--- src/rtl/pwmps_pkg.sv ---
// Shared types, codes and constants of the PWM prescale/period search unit.
package pwmps_pkg;

  localparam longint unsigned NS_PER_SEC = 64'd1000000000;
  localparam logic [31:0] RATE_RESET = 32'd60000000;

  localparam int unsigned MAX_PRESCALE_DEF = 16383;
  localparam longint unsigned MAX_COUNT_DEF = 64'd65535;
  localparam int unsigned CHANNELS_DEF = 3;

  // rate (32 b) times a time in ns (31 b)
  localparam int unsigned DVD_W = 63;
  // quotient of a 63-bit dividend by a divisor of at least 1e9 stays below 2^34
  localparam int unsigned QUOT_W = 34;
  localparam int unsigned HI_W = DVD_W - QUOT_W;

  localparam longint unsigned DIV_MAX_DEF = NS_PER_SEC * (MAX_PRESCALE_DEF + 1);
  localparam int unsigned DIV_W_DEF = $clog2(DIV_MAX_DEF + 1);

  typedef enum logic [1:0] {
    STS_OK          = 2'd0,
    STS_SHORT       = 2'd1,
    STS_OVERFLOW    = 2'd2,
    STS_BAD_CHANNEL = 2'd3
  } status_e;

  typedef struct packed {
    logic [1:0]  channel;
    logic [30:0] duty_ns;
    logic [30:0] period_time;
  } in_t;

  typedef struct packed {
    status_e     status;
    logic [13:0] prescale;
    logic [15:0] period_count;
    logic [15:0] duty_count;
    logic        load_pair;
    logic        load_upper_half;
  } out_t;

endpackage

--- src/rtl/pwm_prescale_period_search_unit.sv ---
// Top level of the PWM prescale/period search unit: sequencer, shared multiplier, result register.
//
//  Channel   Handshake                  Payload            Direction
//  in        in_valid_i / in_stall_o    in_data_i  (in_t)  request item
//  out       out_valid_o / out_stall_i  out_data_o (out_t) result item
//  cfg       cfg_valid_i / cfg_ready_o  cfg_data_i [31:0]  clock rate write
//
// One item at a time. Each item runs T prescale trials, T from 1 to MAX_PRESCALE+1; the next item
// is taken once the sequencer has returned to idle.
// Each trial is two 34-step runs of the shared divider, period then duty, followed by the evaluation state.
// The two products rate*ns come from one multiplier, period in S_MUL_P and duty in S_MUL_D.
// Reset sets the clock rate to 60 MHz and clears the sequencer; no clearing pass.
// in_stall_o is high from acceptance until the result is moved to the output register;
// a stalled result stays in the output register while the next item is taken.
module pwm_prescale_period_search_unit #(
  parameter int unsigned      MAX_PRESCALE = pwmps_pkg::MAX_PRESCALE_DEF,
  parameter longint unsigned  MAX_COUNT    = pwmps_pkg::MAX_COUNT_DEF,
  parameter int unsigned      CHANNELS     = pwmps_pkg::CHANNELS_DEF
) (
  input  logic            clk_i,
  input  logic            rst_ni,
  input  logic            in_valid_i,
  output logic            in_stall_o,
  input  pwmps_pkg::in_t  in_data_i,
  output logic            out_valid_o,
  input  logic            out_stall_i,
  output pwmps_pkg::out_t out_data_o,
  input  logic            cfg_valid_i,
  output logic            cfg_ready_o,
  input  logic [31:0]     cfg_data_i
);
  import pwmps_pkg::*;

  localparam longint unsigned DIV_MAX = NS_PER_SEC * (MAX_PRESCALE + 1);
  localparam int unsigned     DIV_W   = $clog2(DIV_MAX + 1);
  localparam int unsigned     PRE_W   = $clog2(MAX_PRESCALE + 1);

  typedef enum logic [3:0] {
    S_IDLE,
    S_MUL_P,
    S_MUL_D,
    S_START_P,
    S_DIV_P,
    S_START_D,
    S_DIV_D,
    S_EVAL,
    S_DONE
  } state_e;

  state_e             state_q;
  logic [31:0]        rate_q;
  logic [1:0]         ch_q;
  logic [30:0]        duty_q;
  logic [30:0]        period_q;
  logic [DVD_W-1:0]   pnum_q;
  logic [DVD_W-1:0]   dnum_q;
  logic [DIV_W-1:0]   divisor_q;
  logic [PRE_W-1:0]   pre_q;
  logic [QUOT_W-1:0]  pv_q;
  logic [QUOT_W-1:0]  dc_q;
  out_t               res_q;
  out_t               res_d;
  out_t               out_q;
  logic               out_valid_q;

  logic [30:0]        mul_b;
  logic [DVD_W-1:0]   prod;
  logic               div_start;
  logic [DVD_W-1:0]   div_dividend;
  logic               div_done;
  logic [QUOT_W-1:0]  div_quot;
  logic               out_free;
  logic               cnt_short;
  logic               cnt_over;
  logic               pre_last;
  logic               ch_bad;

  assign mul_b        = (state_q == S_MUL_P) ? period_q : duty_q;
  assign prod         = DVD_W'(rate_q) * DVD_W'(mul_b);
  assign div_start    = (state_q == S_START_P) || (state_q == S_START_D);
  assign div_dividend = (state_q == S_START_D) ? dnum_q : pnum_q;
  assign out_free     = !out_valid_q || !out_stall_i;

  assign cnt_short = (pv_q == '0) || (dc_q == '0);
  assign cnt_over  = (pv_q > QUOT_W'(MAX_COUNT)) || (dc_q > QUOT_W'(MAX_COUNT));
  assign pre_last  = (pre_q == PRE_W'(MAX_PRESCALE));
  assign ch_bad    = ({2'b00, ch_q} >= 4'(CHANNELS));

  // short beats overflow, and both beat a bad channel
  always_comb begin
    res_d = '0;
    priority if (cnt_short) begin
      res_d.status = STS_SHORT;
    end else if (cnt_over) begin
      res_d.status = STS_OVERFLOW;
    end else if (ch_bad) begin
      res_d.status = STS_BAD_CHANNEL;
    end else begin
      res_d.status          = STS_OK;
      res_d.prescale        = 14'(pre_q);
      res_d.period_count    = pv_q[15:0];
      res_d.duty_count      = dc_q[15:0];
      res_d.load_pair       = ch_q[1];
      res_d.load_upper_half = ch_q[0];
    end
  end

  pwmps_div #(
    .DIV_W (DIV_W)
  ) u_div (
    .clk_i      (clk_i),
    .rst_ni     (rst_ni),
    .start_i    (div_start),
    .dividend_i (div_dividend),
    .divisor_i  (divisor_q),
    .done_o     (div_done),
    .quot_o     (div_quot)
  );

  always_ff @(posedge clk_i or negedge rst_ni) begin
    if (!rst_ni) begin
      state_q     <= S_IDLE;
      rate_q      <= RATE_RESET;
      ch_q        <= '0;
      duty_q      <= '0;
      period_q    <= '0;
      pnum_q      <= '0;
      dnum_q      <= '0;
      divisor_q   <= '0;
      pre_q       <= '0;
      pv_q        <= '0;
      dc_q        <= '0;
      res_q       <= '0;
      out_q       <= '0;
      out_valid_q <= 1'b0;
    end else begin
      if (cfg_valid_i) begin
        rate_q <= cfg_data_i;
      end
      if (out_free) begin
        out_valid_q <= (state_q == S_DONE);
      end
      unique case (state_q)
        S_IDLE: begin
          if (in_valid_i) begin
            ch_q     <= in_data_i.channel;
            duty_q   <= in_data_i.duty_ns;
            period_q <= in_data_i.period_time;
            state_q  <= S_MUL_P;
          end
        end
        S_MUL_P: begin
          pnum_q    <= prod;
          divisor_q <= DIV_W'(NS_PER_SEC);
          pre_q     <= '0;
          state_q   <= S_MUL_D;
        end
        S_MUL_D: begin
          dnum_q  <= prod;
          state_q <= S_START_P;
        end
        S_START_P: state_q <= S_DIV_P;
        S_DIV_P: begin
          if (div_done) begin
            pv_q    <= div_quot;
            state_q <= S_START_D;
          end
        end
        S_START_D: state_q <= S_DIV_D;
        S_DIV_D: begin
          if (div_done) begin
            dc_q    <= div_quot;
            state_q <= S_EVAL;
          end
        end
        S_EVAL: begin
          if (cnt_over && !cnt_short && !pre_last) begin
            pre_q     <= pre_q + 1'b1;
            divisor_q <= divisor_q + DIV_W'(NS_PER_SEC);
            state_q   <= S_START_P;
          end else begin
            res_q   <= res_d;
            state_q <= S_DONE;
          end
        end
        S_DONE: begin
          if (out_free) begin
            out_q   <= res_q;
            state_q <= S_IDLE;
          end
        end
        default: state_q <= S_IDLE;
      endcase
    end
  end

  assign in_stall_o  = (state_q != S_IDLE);
  assign out_valid_o = out_valid_q;
  assign out_data_o  = out_q;
  assign cfg_ready_o = 1'b1;

  a_error_zero_payload: assert property (@(posedge clk_i) disable iff (!rst_ni)
    (out_valid_o && out_data_o.status != STS_OK) |->
      (out_data_o.prescale == '0 && out_data_o.period_count == '0 &&
       out_data_o.duty_count == '0 && !out_data_o.load_pair &&
       !out_data_o.load_upper_half))
    else $error("error result carries nonzero payload");

  a_divisor_step: assert property (@(posedge clk_i) disable iff (!rst_ni)
    ($past(state_q) == S_EVAL && state_q == S_START_P) |->
      (divisor_q == $past(divisor_q) + DIV_W'(NS_PER_SEC) && pre_q == $past(pre_q) + 1'b1))
    else $error("divisor and prescale out of step");

endmodule

--- src/rtl/pwmps_div.sv ---
// Radix-2 restoring divider, one quotient bit per cycle.
module pwmps_div #(
  parameter int unsigned DIV_W = pwmps_pkg::DIV_W_DEF
) (
  input  logic                        clk_i,
  input  logic                        rst_ni,
  input  logic                        start_i,
  input  logic [pwmps_pkg::DVD_W-1:0] dividend_i,
  input  logic [DIV_W-1:0]            divisor_i,
  output logic                        done_o,
  output logic [pwmps_pkg::QUOT_W-1:0] quot_o
);
  import pwmps_pkg::*;

  localparam int unsigned CNT_W = $clog2(QUOT_W);

  logic               busy_q;
  logic               done_q;
  logic [CNT_W-1:0]   cnt_q;
  logic [DIV_W:0]     rem_q;
  logic [DIV_W:0]     rem_d;
  logic [DIV_W:0]     trial;
  logic [QUOT_W-1:0]  dvd_q;
  logic [QUOT_W-1:0]  quot_q;
  logic               ge;

  // divisor_i must hold while busy
  always_comb begin
    trial = {rem_q[DIV_W-1:0], dvd_q[QUOT_W-1]};
    ge    = trial >= {1'b0, divisor_i};
    rem_d = ge ? trial - {1'b0, divisor_i} : trial;
  end

  always_ff @(posedge clk_i or negedge rst_ni) begin
    if (!rst_ni) begin
      busy_q <= 1'b0;
      done_q <= 1'b0;
      cnt_q  <= '0;
    end else begin
      done_q <= 1'b0;
      if (start_i) begin
        busy_q <= 1'b1;
        cnt_q  <= CNT_W'(QUOT_W - 1);
      end else if (busy_q) begin
        if (cnt_q == '0) begin
          busy_q <= 1'b0;
          done_q <= 1'b1;
        end else begin
          cnt_q <= cnt_q - 1'b1;
        end
      end
    end
  end

  // upper dividend bits are below 2^29 <= 1e9, so they start as the remainder
  always_ff @(posedge clk_i) begin
    if (start_i) begin
      rem_q  <= (DIV_W + 1)'(dividend_i[DVD_W-1 -: HI_W]);
      dvd_q  <= dividend_i[QUOT_W-1:0];
      quot_q <= '0;
    end else if (busy_q) begin
      rem_q  <= rem_d;
      dvd_q  <= {dvd_q[QUOT_W-2:0], 1'b0};
      quot_q <= {quot_q[QUOT_W-2:0], ge};
    end
  end

  assign done_o = done_q;
  assign quot_o = quot_q;

  a_rem_below_divisor: assert property (@(posedge clk_i) disable iff (!rst_ni)
    busy_q |-> rem_q < {1'b0, divisor_i})
    else $error("divider remainder not below divisor");

  a_no_restart: assert property (@(posedge clk_i) disable iff (!rst_ni)
    start_i |-> !busy_q)
    else $error("divider started while busy");

endmodule
--- config.mk ---
export PLATFORM = sky130hd
export DESIGN_NAME = pwm_prescale_period_search_unit
export DESIGN_NICKNAME = d
export VERILOG_FILES = /design/src/rtl/pwmps_pkg.sv /design/src/rtl/pwm_prescale_period_search_unit.sv /design/src/rtl/pwmps_div.sv
export SDC_FILE = /design/constraint.sdc
export NUM_CORES = 2
export LEC_CHECK = 0
export BUFFER_PORTS_ARGS = -buffer_cell sky130_fd_sc_hd__buf_2
export CAP_MARGIN = 0
export CORE_MARGIN = 1
export CORE_UTILIZATION = 59
export CTS_CLUSTER_SIZE = 20
export DETAILED_ROUTE_END_ITERATION = 12
export PLACE_DENSITY = 0.79
export SYNTH_ARGS = -nofsm -noshare
export SYNTH_HDL_FRONTEND = slang
export SYNTH_SLANG_ARGS = --single-unit
--- constraint.sdc ---
create_clock -name clk_i -period 9.3 [get_ports clk_i]
set_input_delay 1.395 -clock clk_i [delete_from_list [all_inputs] [get_ports clk_i]]
set_output_delay 1.395 -clock clk_i [all_outputs]
set_load 0.01 [all_outputs]
==> run summary <==
Status -> finished clean
Crit path max fanout -> 21
Routed WL per cell -> 20.3 microns
Core area -> 95400 sq um
First-pass GRT wire length -> 237 mm
Die Area -> 98100 sq um
Clock skew -> 0.0748 ns
Area grow syn2layout -> 7.39%
Worst-skew pair later-pin latency -> 0.69 ns
Remaining antenna violation count -> 0
Vias in the first global route -> 43500
Critical path type -> flop to flop
DRC Markers -> 0
Final wirelength -> 146 mm
Max-cap violations -> 0
Initial antenna violation count -> 3
Initial Utilization -> 0.599
Hold slack -> 0.476 ns
Syn avg cell area -> 9.74 sq um
Final Hold Viols -> 0
Hold Crit Class -> flop to flop
Startpoint types -> flop
Drt via density -> 5.72
Post-synth EDFFs -> 63
Bufs on Longest Clock Path -> 3
Worst reg2reg path depth -> 29
Root Buffer -> clkbuf_16
Largest net degree at the start of global routing -> 87
Crit path DAT -> 9.50 ns
Boundary pin count -> 154
Hold-fix buffers, CTS -> 0
Synth Register Bits -> 564
CTS Buf Count -> 59
Final worst setup slack -> 0.361 ns
Fin nets -> 7133
PortBufs -> 152
GP Congestion -> 0.973
Crit-path slowest cell -> fa_1
Least-Margin Pin Slew -> 1.15 ns
Final core utilization -> 0.643
Yosys cell types -> 82
Crit-path max cell delay -> 0.57 ns
Via count -> 41100
Worst slack at placement -> 0.155 ns
Yosys warnings -> 0
CP endpoint kind -> flop
Sequential fraction of the synthesis area -> 0.248
First-pass DRT Iterations -> 8
Die height -> 313 microns
Slew Viols, Final -> 0
Relative slew slack -> 0.231
Clock-pin slew on the worst setup and hold paths -> 0.06 ns
Site row count -> 113
Cell mode on critical path -> fa_1
1st-iter DRT viols -> 3587
Fillers -> 7470
Clk sink count -> 564
Min Clock Period, post-route -> 8.94 ns
Max Clk Rate -> 112 MHz
Total GRT Usage -> 0.308
Cell count of the worst hold path -> 2
DP HPWL -> 115 mm
Mapped Area -> 57200 sq um
Ys flop type -> dfrtp_1
Ys async rst share -> 0.801
Global route overflow -> 0
Final worst-path cycle share -> 0.961
Share of cells above drive strength 1 -> 0.110
Setup TNS Final -> 0 ns
Synth Instances -> 5870
Die width -> 313 microns
CTS H-tree lvls -> 2
Final setup violation count -> 0
Worst path required time -> 9.86 ns
CTS tree -> built
==> per-stage QoR <==
stage	instance area [sq um]	std cells
floorplan	57200	5871
global route	61400	7181
finish	61400	7182
CTS	61300	7179
detailed placement	59300	7071
global placement	59300	7071
==> flip-flops by register name, indices dropped and copies added (netlist names), 2 cells and up <==
signal        flops
u_div.dvd_q      34
res_q            50
state_q           4
u_div.rem_q      44
pre_q            14
ch_q              2
dnum_q           63
duty_q           31
period_q         31
pv_q             34
dc_q             34
out_data_o       50
u_div.quot_o     34
rate_q           32
divisor_q        35
pnum_q           63
u_div.cnt_q       6
==> logic make-up (layout without fill, tap and decap cells) <==
logic type | after synthesis | count (layout) | synth area share
AO/OA/AOI/OAI | 660 | 660 | 0.0718
XOR/XNOR | 135 | 135 | 0.0207
adder cells (fa/ha/maj) | 1163 | 1163 | 0.368
buffers and inverters | 1249 | 1293 | 0.0829
flip-flops | 564 | 564 | 0.248
multiplexers | 307 | 307 | 0.0585
other | 2 | 4 | 0.000131
AND/OR/NAND/NOR | 1790 | 1791 | 0.149
==> layer usage <==
| metal | routed length (microns) | vias up | track usage |
|---|---|---|---|
| met3 | 14700 | 298 | 0.0764 |
| li1 | - | 18300 | - |
| met5 | 0 | - | 0 |
| met2 | 66200 | 1687 | 0.481 |
| met4 | 4920 | 0 | 0.103 |
| met1 | 60000 | 20800 | 0.424 |
==> synth_stat cells, types with 37 or more instances <==
cell type / instances / area share
a21o_1: 68 / 0.0089
a21oi_1: 133 / 0.012
a22o_1: 47 / 0.0072
and2_1: 520 / 0.057
clkbuf_1: 310 / 0.020
dfrtp_1: 442 / 0.19
dfxtp_1: 49 / 0.017
edfxtp_1: 63 / 0.033
fa_1: 866 / 0.30
ha_1: 297 / 0.065
inv_1: 901 / 0.059
mux2_2: 215 / 0.042
mux2i_1: 92 / 0.016
nand2_1: 895 / 0.059
nand3_1: 47 / 0.0041
nand4_1: 37 / 0.0040
nor2_1: 157 / 0.010
o21ai_0: 253 / 0.022
xnor2_1: 74 / 0.011
xor2_1: 61 / 0.0093
==> path summary, 6_finish.rpt <==
path / startpoint / endpoint / slack [ns]
worst max-delay path: state_q[2]$_DFFE_PN0P_ / dnum_q[56]$_DFFE_PN0P_ / 0.36
worst min-delay path: pnum_q[42]$_DFFE_PN0P_ / pnum_q[42]$_DFFE_PN0P_ / 0.48
worst max register to register: state_q[2]$_DFFE_PN0P_ / dnum_q[56]$_DFFE_PN0P_ / 0.36
worst min register to register: pnum_q[42]$_DFFE_PN0P_ / pnum_q[42]$_DFFE_PN0P_ / 0.48
max in group asynchronous: rst_ni / duty_q[11]$_DFFE_PN0P_ / 6.53
min in group asynchronous: rst_ni / period_q[30]$_DFFE_PN0P_ / 0.75
==> final cells by class <==
type,instances,area (sq um),area share
Multi-Input combinational cell,4059,38300,0.625
Timing Repair Buffer,284,1880,0.0306
Sequential cell,564,14200,0.231
Inverter,901,3380,0.0551
Antenna cell,1,2.50,0.0000408
Clock inverter,34,388,0.00632
Tap cell,1265,1580,0.0258
Clock buffer,74,1600,0.0261
==> placed cells by master, fill, tap and decap left out, types with 74 or more instances in the layout <==
| cell | count |
|---|---|
| a21oi_1 | 130 |
| dfrtp_1 | 439 |
| inv_1 | 900 |
| fa_1 | 866 |
| o21ai_0 | 253 |
| nor2_1 | 156 |
| buf_2 | 151 |
| nand2_1 | 890 |
| mux2_2 | 215 |
| mux2i_1 | 92 |
| xnor2_1 | 74 |
| ha_1 | 295 |
| buf_4 | 119 |
| and2_1 | 518 |
==> critical path, delay by kind of cell (launching register included) <==
| family | cells | cell delay [ns] |
|---|---|---|
| fa+ha+maj | 9 | 4.42 |
| flops | 1 | 0.48 |
| compound gates | 4 | 0.98 |
| simple gates | 11 | 2.26 |
| buf+inv | 5 | 0.64 |
==> timing repair <==
action | CTS | global route
setup endpoints to repair | 0 | 31
endpoints found under the hold margin | 0 | 0
gates resized for setup | 0 | 23
setup buffers | 0 | 1
Power is not shown: default switching activity piles up to over one toggle a cycle in this logic, so the estimate is an artifact.
